<file path="src/rtl/cpot_pkg.sv">
// ----------------------------------------------------------------------------
// cpot_pkg
// Shared types and constants of the collider pair overlap test pipeline.
// ----------------------------------------------------------------------------
package cpot_pkg;

  // field widths
  localparam int SizeW     = 16;
  localparam int ScaleW    = 10;
  localparam int ShapeW    = 2;
  localparam int OutDataW  = 8;
  localparam logic [ScaleW-1:0] ScaleReset = 10'd100;

  // positions are moved onto a 1/512 pixel grid (q.4 times 32)
  localparam int GridShift = 5;
  // internal coordinate width, covers position words of up to 32 bits
  localparam int CoordW    = 40;
  // scaled half size, radius (sum of two half sizes) and its square
  localparam int HalfW     = SizeW + ScaleW;
  localparam int RadW      = HalfW + 1;
  localparam int SqW       = 2 * RadW;

  typedef enum logic [1:0] {
    ModeRr,
    ModeCc,
    ModeCr
  } mode_e;

  typedef struct packed {
    logic                     lshape;
    logic                     rshape;
    logic signed [CoordW-1:0] lx;
    logic signed [CoordW-1:0] ly;
    logic signed [CoordW-1:0] rx;
    logic signed [CoordW-1:0] ry;
    logic [SizeW-1:0]         lwid;
    logic [SizeW-1:0]         lhgt;
    logic [SizeW-1:0]         rwid;
    logic [SizeW-1:0]         rhgt;
  } in_t;

  typedef struct packed {
    logic                     lshape;
    logic                     rshape;
    logic signed [CoordW-1:0] lx;
    logic signed [CoordW-1:0] ly;
    logic signed [CoordW-1:0] rx;
    logic signed [CoordW-1:0] ry;
    logic [HalfW-1:0]         lw;
    logic [HalfW-1:0]         lh;
    logic [HalfW-1:0]         rw;
    logic [HalfW-1:0]         rh;
  } scaled_t;

  typedef struct packed {
    mode_e                    mode;
    logic signed [CoordW-1:0] ax0;
    logic signed [CoordW-1:0] bx0;
    logic signed [CoordW-1:0] ay0;
    logic signed [CoordW-1:0] by0;
    logic [RadW-1:0]          r;
    logic [RadW-1:0]          sy;
  } geom_t;

  typedef struct packed {
    mode_e             mode;
    logic [CoordW-1:0] ax;
    logic [CoordW-1:0] ay;
    logic [RadW-1:0]   r;
    logic [RadW-1:0]   sy;
  } dist_t;

  typedef struct packed {
    mode_e          mode;
    logic           far;
    logic           rr_hit;
    logic [SqW-1:0] sqx;
    logic [SqW-1:0] sqy;
    logic [SqW-1:0] rsq;
  } square_t;

  function automatic logic signed [CoordW-1:0] ext_half(input logic [HalfW-1:0] h);
    return $signed({{(CoordW-HalfW){1'b0}}, h});
  endfunction

endpackage

</file>
<file path="src/rtl/cpot_scale.sv">
// ----------------------------------------------------------------------------
// cpot_scale
// First stage: turns the four sizes into half extents on the fine grid.
// ----------------------------------------------------------------------------
module cpot_scale (
  input  logic                        clk_i,
  input  logic                        rst_ni,
  input  logic [cpot_pkg::ScaleW-1:0] scale_i,
  input  logic                        valid_i,
  output logic                        ready_o,
  input  cpot_pkg::in_t               data_i,
  output logic                        valid_o,
  input  logic                        ready_i,
  output cpot_pkg::scaled_t           data_o
);
  import cpot_pkg::*;

  logic    valid_q;
  scaled_t data_d, data_q;
  logic [HalfW-1:0] scale_ext;

  assign ready_o   = !valid_q || ready_i;
  assign scale_ext = {{(HalfW-ScaleW){1'b0}}, scale_i};

  // size (q8.8 units) times pixels per unit is exactly a half size in 1/512 px
  always_comb begin
    data_d.lshape = data_i.lshape;
    data_d.rshape = data_i.rshape;
    data_d.lx     = data_i.lx;
    data_d.ly     = data_i.ly;
    data_d.rx     = data_i.rx;
    data_d.ry     = data_i.ry;
    data_d.lw     = {{(HalfW-SizeW){1'b0}}, data_i.lwid} * scale_ext;
    data_d.lh     = {{(HalfW-SizeW){1'b0}}, data_i.lhgt} * scale_ext;
    data_d.rw     = {{(HalfW-SizeW){1'b0}}, data_i.rwid} * scale_ext;
    data_d.rh     = {{(HalfW-SizeW){1'b0}}, data_i.rhgt} * scale_ext;
  end

  always_ff @(posedge clk_i or negedge rst_ni) begin
    if (!rst_ni) begin
      valid_q <= 1'b0;
    end else if (ready_o) begin
      valid_q <= valid_i;
    end
  end

  always_ff @(posedge clk_i) begin
    if (valid_i && ready_o) begin
      data_q <= data_d;
    end
  end

  assign valid_o = valid_q;
  assign data_o  = data_q;

endmodule

</file>
<file path="config.mk">
export PLATFORM = sky130hd
export DESIGN_NAME = cpot_scale
export DESIGN_NICKNAME = d
export VERILOG_FILES = /design/src/rtl/cpot_pkg.sv /design/src/rtl/cpot_scale.sv
export SDC_FILE = /design/constraint.sdc
export NUM_CORES = 1
export LEC_CHECK = 0
export BUFFER_PORTS_ARGS = -buffer_cell sky130_fd_sc_hd__clkbuf_2
export CAP_MARGIN = 30
export CORE_MARGIN = 1.5
export CORE_UTILIZATION = 35
export CTS_BUF_LIST = sky130_fd_sc_hd__clkbuf_16
export DETAILED_ROUTE_END_ITERATION = 8
export GPL_ROUTABILITY_DRIVEN = 0
export SYNTH_ARGS = -nofsm -noshare
export SYNTH_HDL_FRONTEND = slang
export SYNTH_SLANG_ARGS = --single-unit
</file>
<file path="constraint.sdc">
create_clock -name clk_i -period 15.5 [get_ports clk_i]
set_clock_uncertainty 0.15 [all_clocks]
set_input_delay 0.775 -clock clk_i [delete_from_list [all_inputs] [get_ports clk_i]]
set_output_delay 0.775 -clock clk_i [all_outputs]
set_load 0.1 [all_outputs]
</file>
# [Word level (Yosys, flattened, before mapping)]
# Index checks and enable logic that the tools add are counted.
[totals] ff_bits=267 latchBits=0 ram_bits=0 romBits=0 wordCells=18 n_memories=0
[op_classes] addsub=0 mul=4 div_mod_pow=0 order_cmp=0 n_eq_ne=0 shifts=0 muxes=0 bitwise_logic=0 n_reduce_logical=3
[op_table] operator="$mul 16x10->26" count=4
[op_table] operator="$logic_and 1x1->1" count=1
[op_table] operator="$logic_not 1->1" count=1
[op_table] operator="$logic_or 1x1->1" count=1

# [Logic depth before layout (Yosys ltp)]
# Gate-level depths: netlist of the first run.
[depth] depth_word=3 ltp_mapped=22

# [Worst setup path after synthesis of the first run]
# OpenSTA, ideal clock, no wires.
[synth_timing] kind="reg2reg" start="register valid_q, in the netlist valid_o" end="register data_q (netlist bit data_o[0]), enable pin" setup_ns=0.659 t_arrival_ns=7.791 required_ns=14.691 slack_ns=6.900 stages_incl_launch_ff=3 path_buffers=0 cell_sequence="dfrtp_1 nand2b_1 and2_1"
[synth_via] elab_chain_len=3
[synth_lines] item="start: declaration" line_no="cpot_scale.sv:18" rtl="logic valid_q;"
[synth_lines] item="start signal: assignment" line_no="cpot_scale.sv:43" rtl="valid_q <= valid_i;"
[synth_lines] item="$logic_not 1->1" line_no="cpot_scale.sv:22" rtl="assign ready_o = !valid_q || ready_i;"
[synth_lines] item="$logic_or 1x1->1" line_no="cpot_scale.sv:22"
[synth_lines] item="named net ready_o" line_no="cpot_scale.sv:10" rtl="output logic ready_o,"
[synth_lines] item="$logic_and 1x1->1" line_no="cpot_scale.sv:48" rtl="if (valid_i && ready_o) begin"
[synth_lines] item="end signal: assignment" line_no="cpot_scale.sv:49" rtl="data_q <= data_d;"
[synth_lines] item="end: declaration" line_no="cpot_scale.sv:19" rtl="scaled_t data_d, data_q;"
# The timed path passes the listed nets, and every way through them passes these cells.
# A chain may end at the register's enable or synchronous reset.

==> qor.yml, run 1 <==
timing:
  slew_headroom_pct: 37.98
  rsz0062_at_grt: "false"
  fmaxAchievable_mhz: 154.4
  setup_viol_count_final: 0
  finalWorstPathRequiredPeriod_ns: 6.478
  worstMarginPinSlew_ns: 0.9304
  accumulated_negative_setup_slack_ns: 0
  finalHoldViolations: 0
  timing.final.crit_share_pct: 41.80
  finalMaxSlewViolations: 0
  worst_slack_ns: 9.022
grt:
  overflow: 0
  initial_antenna_violation_count: 16
  grt_pass1_wl_um: 113400
  maximum_number_of_pins_on_one_net_before_global_route_repair: 75
  aggregate_global_route_resource_usage_pct: 17.23
  first_global_vias: 20970
worst_setup_path:
  arrival_ns: 6.63
  critical_path.cell_chain: "clkbuf_2 > buf_4 > nand2_1 > fa_1 > inv_1 > fa_1 > inv_1 > fa_1 > inv_1 > fa_1 > inv_1 > fa_1 > inv_1 > ha_1 > nand4_1 > nor3_1 > o21bai_1 > a21oi_1 > a21oi_1 > o41ai_1 > xor2_1"
  critical_path.slowest_cell: "sky130_fd_sc_hd__clkbuf_2"
  setup.worst_path.end_class: "flop"
  path_max_fanout: 33
  worstPathRequired_ns: 15.65
  crit_type: "primary input to flop"
  kind_of_cell_adding_the_most_delay_to_the_critical_path: "adder cells"
  cp_num_buf_inv: 7
  critical_path.max_stage_delay_ns: 0.63
  reg2reg_slack_ns: 12.55
  critPathLaunchType: "primary input"
yosys:
  ys_types: 64
  synth.yosys.seq_area_share_pct: 27.96
  yosys_warnings: 0
  syn-instance-count: 2713
  synth_async_sr_flop_share_pct: 0.3745
  syn-mean-instance-area_sq_um: 10.56
  synth_top_cell_area_share_pct: 30.73
  library_cell_occupying_the_most_area_in_the_post_synthesis_netlist: "sky130_fd_sc_hd__fa_1"
  synth_edf_count: 266
  postSynthNetCount: 3637
  synthFlopType: "sky130_fd_sc_hd__edfxtp_1"
  ys_ff_latch: 267
  ys_top_cells_by_area: "sky130_fd_sc_hd__fa_1 31%, sky130_fd_sc_hd__edfxtp_1 28%, sky130_fd_sc_hd__ha_1 11%"
  syn-cell-area_sq_mm: 0.02866
pwr:
  p_comb_share_pct: 72.5
  clock_power_share_pct: 10.4
  power_density_mw_per_mm2: 209.1
  ir_worst_vdd_v: 0.0001843
  p_sw_share_pct: 52.27
  sequentialPowerShare_pct: 17.1
  switching_power_of_the_nets_uw: 3630
  total_leakage_power_uw: 0.01640
  total_power_uw: 6945
  p_int_uw: 3315
clocking:
  num_cts_buffers: 30
  cts_max_path_buffers: 3
  cts_tree: "done"
  clock_insertion_delay_worst_skew_ns: 0.57
  clk_root_buffer_cell: "sky130_fd_sc_hd__clkbuf_16"
  cts_htree_levels: 1
  ctsResizeCount: 0
  cts.reportedPaths.clkPinSlew_ns: 0.06
  cts_hold_repair.buffers: 1
  cts_sinks: 267
  post-cts-setup-buffers: 0
layout:
  multi_input_comb_area_sq_mm: 0.01838
  fillerInstances: 7990
  final_layout_size_suffix_gt1_share_pct: 18.58
  sequential_cell_area_sq_mm: 0.008013
  final_util_pct: 41.09
  commonest_non_fill_non_tap_cells_in_the_layout: "507 x sky130_fd_sc_hd__clkbuf_2, 481 x sky130_fd_sc_hd__inv_1, 440 x sky130_fd_sc_hd__fa_1"
  final_area_sq_mm: 0.03321
  area_growth_syn_to_layout_pct: 15.86
  layout_commonest_cell: "sky130_fd_sc_hd__clkbuf_2"
  finalNetCount: 4063
route:
  post-route-drc-count: 0
  dr.first_iter.drc_count: 754
  routed_wirelength_um: 72240
  vias: 20180
  drt-pass1-iter-count: 5
  ant_nets: 0
  drt-vias-per-instance: 4.778
  routed_wire_length_per_instance_um: 17.10
placement:
  post-place-ws_ns: 8.469
  io_buffer_count: 507
  dp_hpwl_um: 55200
  detailed_place.area_sq_mm: 0.03214
floorplan:
  top_level_port_count: 508
  dieArea_sq_mm: 0.08361
  placement_rows: 104
  floorplan.die.width_um: 289.2
  die_height_um: 289.2
  start_util_pct: 35.47
  core_sq_mm: 0.08081
outcome:
  run_status: "finished clean"
flow_run:
  cap_viol_max_count: 0
min_path:
  worst_hold_path_type: "primary input to flop"
[stage by stage]
stage / hold slack (ns) / cells
after detailed placement: 0.3803 / 4164
after CTS: 0.1745 / 4218
after global routing: 0.1872 / 4222
after global placement: 0.3670 / 4164
final: 0.2187 / 4224
after floorplan: 0.3294 / 2713
[cells by family after synthesis]
family / count (synthesis) / synth area share [%]
and+or+nand+nor: 821 / 14.38
adders and majority gates: 684 / 41.38
buffers and inverters: 604 / 7.915
DFF: 267 / 27.96
AOI/OAI and AO/OA: 250 / 5.693
xor gates and xnor gates: 85 / 2.597
muxes: 2 / 0.06985
[cells in the mapped netlist (all sizes together), types with 3 or more instances]
master / number
edfxtp: 266
o21a: 10
nor2: 48
buf: 23
inv: 475
o21ai: 49
a2111oi: 3
a211oi: 14
o31ai: 4
nor2b: 8
a21oi: 74
a31oi: 7
nor3: 13
nor4: 4
a31o: 4
o211ai: 7
or2: 12
and3: 5
and2: 340
ha: 244
o22ai: 3
nand2: 347
nand4: 7
o41ai: 3
o31a: 5
xnor2: 58
xor2: 27
fa: 440
o21bai: 13
clkbuf: 106
or3: 4
a21o: 39
nand2b: 7
nand3: 19
[state kept, by name, summed over array words and instances, names as in the netlist]
register,flops
data_o,266
valid_o,1
[area by class of cell]
type / count / area share [%]
clock buffers: 31 / 2.336
diodes: 4 / 0.03014
clock inverters: 22 / 0.6481
flip-flops and latches: 267 / 24.13
repair buffers: 523 / 8.131
inverters: 475 / 5.369
well taps: 1060 / 3.994
multi-input cells: 1842 / 55.36
[final timing paths]
path | start | to | depth (start not counted)
max | scale_i[2] | data_o[76]$_DFFE_PP_ | 21
min | data_i[205] | data_o[245]$_DFFE_PP_ | 1
max reg2reg | valid_o$_DFFE_PN0N_ | data_o[61]$_DFFE_PP_ | 6
min reg2reg | valid_o$_DFFE_PN0N_ | valid_o$_DFFE_PN0N_ | 2
max in group asynchronous | rst_ni | valid_o$_DFFE_PN0N_ | 2
min in group asynchronous | rst_ni | valid_o$_DFFE_PN0N_ | 2
[metal layers]
layer	routed length, um	GRT usage (%)	vias up
met2	37550	31.60	480
met3	4205	3.181	83
met5	168	0	-
met1	29200	21.00	10210
li1	-	-	9383
met4	1103	3.451	24
[power by group through the flow]
stage	Sequential [uW]	Combinational [uW]	Clock, uW
finish	1190	5030	723
global route	1200	5640	774
CTS	1190	5110	750
detailed placement	1210	5080	0
global placement	1210	5060	0
floorplan	2200	3070	0
No activity file was read; power rests on OpenSTA's default activity.
==> run 2, diff against run 1 <==
==> constraint.sdc (replaced) <==
create_clock -name clk_i -period 6.05 [get_ports clk_i]
set_clock_uncertainty 0.15 [all_clocks]
set_input_delay 0.3025 -clock clk_i [delete_from_list [all_inputs] [get_ports clk_i]]
set_output_delay 0.3025 -clock clk_i [all_outputs]
set_load 0.1 [all_outputs]
==> qor.yml, run 2 (synthesis gave the netlist of run 1 again) <==
grt:
  first_global_vias: 21970  # +4.8%
  grt_use_met1_pct: 22.19  # +1.2 points
  initial_antenna_violation_count: 13  # -3
  globalRoute.busiestLayer: "met2"
  use_met3_pct: 3.787  # +0.61 points
  use_met2_pct: 32.04  # +0.44 points
  maximum_number_of_pins_on_one_net_before_global_route_repair: 128  # +71%
  grt_pass1_wl_um: 117500  # +3.6%
  aggregate_global_route_resource_usage_pct: 17.94  # +0.71 points
  overflow: 0  # unchanged
timing:
  rsz0062_at_grt: "false"
  finalMaxSlewViolations: 0  # unchanged
  finalWorstPathRequiredPeriod_ns: 5.518
  timing.final.crit_share_pct: 91.20
  slew_headroom_pct: 39.31  # +1.3 points
  fmaxAchievable_mhz: 181.2
  accumulated_negative_setup_slack_ns: 0  # unchanged
  worst_slack_ns: 0.5322  # -8.490 ns
  worstMarginPinSlew_ns: 0.9104  # -0.01997 ns
  finalHoldViolations: 0  # unchanged
  setup_viol_count_final: 0  # unchanged
floorplan:
  dieArea_sq_mm: 0.08361  # unchanged
  die_height_um: 289.2  # unchanged
  core_sq_mm: 0.08081  # unchanged
  top_level_port_count: 508  # unchanged
  floorplan.die.width_um: 289.2  # unchanged
  placement_rows: 104  # unchanged
  start_util_pct: 35.47  # unchanged
worst_setup_path:
  critical-path-top-cell-by-count: "sky130_fd_sc_hd__fa_1"
  critPathLaunchType: "primary input"
  setup.worst_path.end_class: "flop"
  worstPathRequired_ns: 6.22  # -9.43 ns
  path_max_fanout: 25  # -24%
  critical_path.cell_chain: "clkbuf_2 > buf_12 > nand2_1 > fa_1 > fa_1 > inv_1 > fa_1 > fa_1 > inv_1 > fa_1 > inv_1 > ha_1 > a21o_1 > a21o_1 > a21o_1 > a2111oi_2 > or2_2 > nor3_1 > nor4_1"
  critical_path.max_stage_delay_ns: 0.55  # -0.08 ns
  arrival_ns: 5.69  # -0.94 ns
  critical_path.slowest_cell: "sky130_fd_sc_hd__fa_1"
  crit_type: "primary input to flop"
layout:
  commonest_non_fill_non_tap_cells_in_the_layout: "507 x sky130_fd_sc_hd__clkbuf_2, 483 x sky130_fd_sc_hd__inv_1, 440 x sky130_fd_sc_hd__fa_1"
  layout_commonest_cell: "sky130_fd_sc_hd__clkbuf_2"
  fin_cells: 4429  # +4.9%
  area_growth_syn_to_layout_pct: 23.07
  final_layout_size_suffix_gt1_share_pct: 18.62  # +0.046 points
  finalNetCount: 4269  # +5.1%
  largest_reg_flops: 266  # unchanged
flow_run:
  cap_viol_max_count: 0  # unchanged
route:
  post-route-drc-count: 0  # unchanged
  vias: 20930  # +3.7%
  routed_wire_length_per_instance_um: 17.02  # -0.47%
  dr.first_iter.drc_count: 920  # +22%
  drt-vias-per-instance: 4.726  # -1.1%
  routed_wirelength_um: 75380  # +4.4%
  drt-pass1-iter-count: 5  # unchanged
  ant_nets: 0  # unchanged
clocking:
  cts_htree_levels: 2  # +1
  clock_insertion_delay_worst_skew_ns: 0.53  # -0.04 ns
  cts_max_path_buffers: 3  # unchanged
  cts.reportedPaths.clkPinSlew_ns: 0.06  # about the same
  cts_sinks: 267  # unchanged
  ctsResizeCount: 0  # unchanged
  cts_tree: "done"
  clk_root_buffer_cell: "sky130_fd_sc_hd__clkbuf_16"
  num_cts_buffers: 34  # +13%
placement:
  post-place-cells: 4203  # +0.94%
  io_buffer_count: 507  # unchanged
  dp_hpwl_um: 58310  # +5.6%
  post-place-ws_ns: 0.06219  # -8.407 ns
pwr:
  power_density_mw_per_mm2: 515.5  # +150%
  ir_worst_vdd_v: 0.0005217  # +180%
  total_power_uw: 18180  # +160%
  total_leakage_power_uw: 0.01732  # +5.6%
min_path:
  worst_hold_path_type: "primary input to flop"
outcome:
  run_status: "finished clean"
-- run 2: cell count changes in the layout (fill, tap and decap cells not counted), sizes merged --
| cell | before | now |
|---|---|---|
| clkinv | 10 | 9 |
| dlygate4sd3 | 1 | 166 |
| bufinv | 4 | 2 |
| diode | 4 | 2 |
| buf | 15 | 52 |
| clkinvlp | 0 | 2 |
| inv | 483 | 486 |
| clkbuf | 538 | 541 |
-- run 2: report_power, final --
| group | switching [uW] | internal, uW | leakage, uW |
|---|---|---|---|
| Combinational | 8590 | 4630 | 0.0142 |
| Clock | 804 | 1110 | 0.000533 |
| Sequential | 98.4 | 2950 | 0.00255 |
| Total | 9500 | 8690 | 0.0173 |
-- run 2: per-layer routing --
| layer | routed length (um) | part of all wire, % |
|---|---|---|
| met1 | 30940 | 41 |
| met5 | 119 | 0.16 |
| met4 | 1396 | 1.9 |
| met2 | 38030 | 50 |
| met3 | 4896 | 6.5 |
-- run 2: area by class of cell --
| cell class | count | area [sq um] |
|---|---|---|
| Fill cell | 7746 | 45530 |
| Timing Repair Buffer | 725 | 4727 |
| Tap cell | 1060 | 1326 |
| Multi-Input combinational cell | 1842 | 18380 |
| Inverter | 475 | 1783 |
| Sequential cell | 267 | 8013 |
| Clock inverter | 24 | 186.4 |
| Clock buffer | 34 | 850.8 |
| Antenna cell | 2 | 5.005 |
-- run 2: final timing paths --
check | slack, ns | depth (start not counted) | from | to
setup / recovery | 0.53 | 19 | scale_i[4] | data_o[49]$_DFFE_PP_
hold / removal | 0.08 | 2 | data_i[16] | data_o[26]$_DFFE_PP_
setup reg to reg | 3.53 | 3 | valid_o$_DFFE_PN0N_ | data_o[59]$_DFFE_PP_
hold reg to reg | 0.93 | 3 | valid_o$_DFFE_PN0N_ | valid_o$_DFFE_PN0N_
max in group asynchronous | 5.18 | 3 | rst_ni | valid_o$_DFFE_PN0N_
min in group asynchronous | 0.47 | 3 | rst_ni | valid_o$_DFFE_PN0N_
-- run 2: worst max-delay path: cells and delay by family --
family	cells	cell delay (ns)
AND/OR/NAND/NOR	4	0.78
AO/OA/AOI/OAI	4	0.90
adder cells (fa/ha/maj)	6	2.80
buffers and inverters	5	0.87
-- run 2: repair_timing --
item                      CTS  global route
buffers inserted            0             0
hold endpoints to repair  164             0
hold buffers              166             0
-- run 2: per-stage QoR --
stage          hold slack, ns  area, sq um  util, %
2_1_floorplan         -0.1431        28660        -
3_3_place_gp         -0.07133        32570    40.31
3_5_place_dp         -0.06991        32570    40.31
4_1_cts               0.04123        35270    43.65
5_1_grt               0.07136        35270    43.65
6_report              0.08381        35270    43.65
==> run 3, diff against run 2 <==
--- a/config.mk
+++ b/config.mk
@@ -12,6 +12,9 @@
 export CTS_BUF_LIST = sky130_fd_sc_hd__clkbuf_16
 export DETAILED_ROUTE_END_ITERATION = 8
 export GPL_ROUTABILITY_DRIVEN = 0
+export GPL_TIMING_DRIVEN = 0
+export PLACE_DENSITY = 0.57
+export REMOVE_ABC_BUFFERS = 1
 export SYNTH_ARGS = -nofsm -noshare
 export SYNTH_HDL_FRONTEND = slang
 export SYNTH_SLANG_ARGS = --single-unit
==> qor.yml, run 3 (synthesis gave the netlist of run 1 again) <==
outcome:
  run_status: "finished clean"
grt:
  maximum_number_of_pins_on_one_net_before_global_route_repair: 65  # -49%
  first_global_vias: 21970  # -0.018%
  globalRoute.busiestLayer: "met2"
  initial_antenna_violation_count: 4  # -9
  grt_pass1_wl_um: 122500  # +4.2%
  use_met3_pct: 2.717  # -1.1 points
  grt_use_met1_pct: 22.82  # +0.63 points
  aggregate_global_route_resource_usage_pct: 18.81  # +0.87 points
  use_met2_pct: 34.49  # +2.4 points
  overflow: 0  # unchanged
timing:
  slew_headroom_pct: 40.12  # +0.81 points
  finalWorstPathRequiredPeriod_ns: 5.771  # +0.2531 ns
  worstMarginPinSlew_ns: 0.8983  # -0.01212 ns
  timing.hold.ws_ns: 0.03664  # -0.04717 ns
  timing.final.crit_share_pct: 95.39  # +4.2 points
  fmaxAchievable_mhz: 173.3  # -4.4%
  setup_viol_count_final: 0  # unchanged
  finalHoldViolations: 0  # unchanged
  finalMaxSlewViolations: 0  # unchanged
  rsz0062_at_grt: "false"
pwr:
  p_int_uw: 8571  # -1.4%
  clock_power_share_pct: 10.6  # about the same
  p_comb_share_pct: 72.4  # -0.3 points
  power_density_mw_per_mm2: 513.2  # -0.46%
  p_sw_share_pct: 52.22  # about the same
  sequentialPowerShare_pct: 17.0  # +0.3 points
  total_leakage_power_uw: 0.01710  # -1.2%
  ir_worst_vdd_v: 0.0006513  # +25%
  switching_power_of_the_nets_uw: 9367  # -1.4%
layout:
  layout_commonest_cell: "sky130_fd_sc_hd__clkbuf_2"
  final_layout_size_suffix_gt1_share_pct: 17.48  # -1.1 points
  finalNetCount: 4225  # -1.0%
  final_util_pct: 43.26  # -0.39 points
  area_growth_syn_to_layout_pct: 21.96
  commonest_non_fill_non_tap_cells_in_the_layout: "498 x sky130_fd_sc_hd__clkbuf_2, 481 x sky130_fd_sc_hd__inv_1, 440 x sky130_fd_sc_hd__fa_1"
  fillerInstances: 7777  # +0.40%
  largest_reg_flops: 266  # unchanged
floorplan:
  placement_rows: 104  # unchanged
  start_util_pct: 35.47  # unchanged
  die_height_um: 289.2  # unchanged
  floorplan.die.width_um: 289.2  # unchanged
  core_sq_mm: 0.08081  # unchanged
  top_level_port_count: 508  # unchanged
  dieArea_sq_mm: 0.08361  # unchanged
clocking:
  clk_root_buffer_cell: "sky130_fd_sc_hd__clkbuf_16"
  cts_tree: "done"
  post-cts-setup-buffers: 0  # unchanged
  cts_sinks: 267  # unchanged
  cts_max_path_buffers: 3  # unchanged
  num_cts_buffers: 31  # -8.8%
  clock_insertion_delay_worst_skew_ns: 0.59  # +0.06 ns
  cts_htree_levels: 1  # -1
  cts.reportedPaths.clkPinSlew_ns: 0.06  # about the same
worst_setup_path:
  crit_type: "primary input to flop"
  worstPathRequired_ns: 6.25  # +0.03 ns
  path_max_fanout: 35  # +40%
  arrival_ns: 5.97  # +0.28 ns
  setup.worst_path.end_class: "flop"
  critPathLaunchType: "primary input"
  worst_r2r_path_depth: 5  # +2
  reg2reg_slack_ns: 3.31  # -0.22 ns
  timing.rr.start: "valid_o$_DFFE_PN0N_"
  worstReg2RegEnd: "data_o[80]$_DFFE_PP_"
route:
  dr.first_iter.drc_count: 883  # -4.0%
  vias: 20880  # -0.24%
  routed_wirelength_um: 78910  # +4.7%
  drt-vias-per-instance: 4.762  # +0.76%
  post-route-drc-count: 0  # unchanged
  drt-pass1-iter-count: 5  # unchanged
  routed_wire_length_per_instance_um: 18.00  # +5.7%
  ant_nets: 0  # unchanged
min_path:
  min_path_cells: 2  # unchanged
  timing.hold.worst.start: "data_i[32]"
  worstHoldEndpoint: "data_o[52]$_DFFE_PP_"
  worst_hold_path_type: "primary input to flop"
placement:
  io_buffer_count: 507  # unchanged
  dp_hpwl_um: 60230  # +3.3%
flow_run:
  cap_viol_max_count: 0  # unchanged
==> run 3: through the flow <==
| step | instances | TNS [ns] | cell area [sq um] | power, uW | setup WS, ns |
|---|---|---|---|---|---|
| final | 4385 | 0 | 34960 | 17940 | 0.2791 |
| after global placement | 4151 | -1121.20 | 32040 | 16040 | -4.189 |
| after floorplan | 2584 | -678.24 | 28180 | 13400 | -2.550 |
| after global routing | 4384 | 0 | 34950 | 19700 | 0.01613 |
| after detailed placement | 4160 | -3.028 | 32270 | 15990 | -0.4495 |
| after CTS | 4383 | 0 | 34950 | 18160 | 0.2134 |
==> run 3: timing repair <==
action                                 in CTS  in global routing
setup endpoints to repair                   0                  3
endpoints found under the hold margin     166                  0
resized for setup                           0                  6
hold buffers                              168                  0
==> run 3: power groups by stage <==
stage               clock network (uW)  logic, uW  registers, uW
global placement                     0      12900           3130
floorplan                            0       7770           5620
global route                      2040      14600           3090
detailed placement                   0      12900           3090
CTS                               1970      13100           3060
finish                            1900      13000           3050
==> run 3: worst max-delay path by stage <==
stage                             start                    end
global route                 scale_i[3]   data_o[22]$_DFFE_PP_
floorplan           valid_o$_DFFE_PN0N_    data_o[0]$_DFFE_PP_
finish                       scale_i[5]  data_o[101]$_DFFE_PP_
CTS                          scale_i[1]   data_o[22]$_DFFE_PP_
global placement                ready_i   data_o[84]$_DFFE_PP_
detailed placement           scale_i[1]   data_o[22]$_DFFE_PP_
==> run 3: metal layers <==
metal,up-vias,part of all wire (%)
li1,9700,-
met1,10590,41
met2,505,51
met3,88,5.3
met4,2,2.9
met5,-,0.015
==> run 3: critical path, cell delays in order <==
cell and delay (ns):
sky130_fd_sc_hd__clkbuf_2 0.57, sky130_fd_sc_hd__buf_12 0.27, sky130_fd_sc_hd__and2_1 0.18, sky130_fd_sc_hd__fa_1 0.44, sky130_fd_sc_hd__fa_1 0.57, sky130_fd_sc_hd__fa_1 0.44, sky130_fd_sc_hd__fa_1 0.50, sky130_fd_sc_hd__inv_1 0.05
sky130_fd_sc_hd__fa_1 0.48, sky130_fd_sc_hd__inv_1 0.04, sky130_fd_sc_hd__ha_1 0.33, sky130_fd_sc_hd__a21o_1 0.18, sky130_fd_sc_hd__a21oi_1 0.26, sky130_fd_sc_hd__o211ai_1 0.16, sky130_fd_sc_hd__a311oi_1 0.35, sky130_fd_sc_hd__o21ai_1 0.23
sky130_fd_sc_hd__a311o_1 0.39, sky130_fd_sc_hd__a21o_1 0.18
==> run 3: cell type report <==
cell class | instances | area, sq um | area share, %
Antenna cell | 2 | 5.005 | 0.01432
Multi-Input combinational cell | 1842 | 18380 | 52.59
Sequential cell | 267 | 8013 | 22.92
Clock inverter | 24 | 217.7 | 0.6228
Inverter | 475 | 1783 | 5.101
Timing Repair Buffer | 684 | 4452 | 12.74
Tap cell | 1060 | 1326 | 3.794
Clock buffer | 31 | 775.7 | 2.219
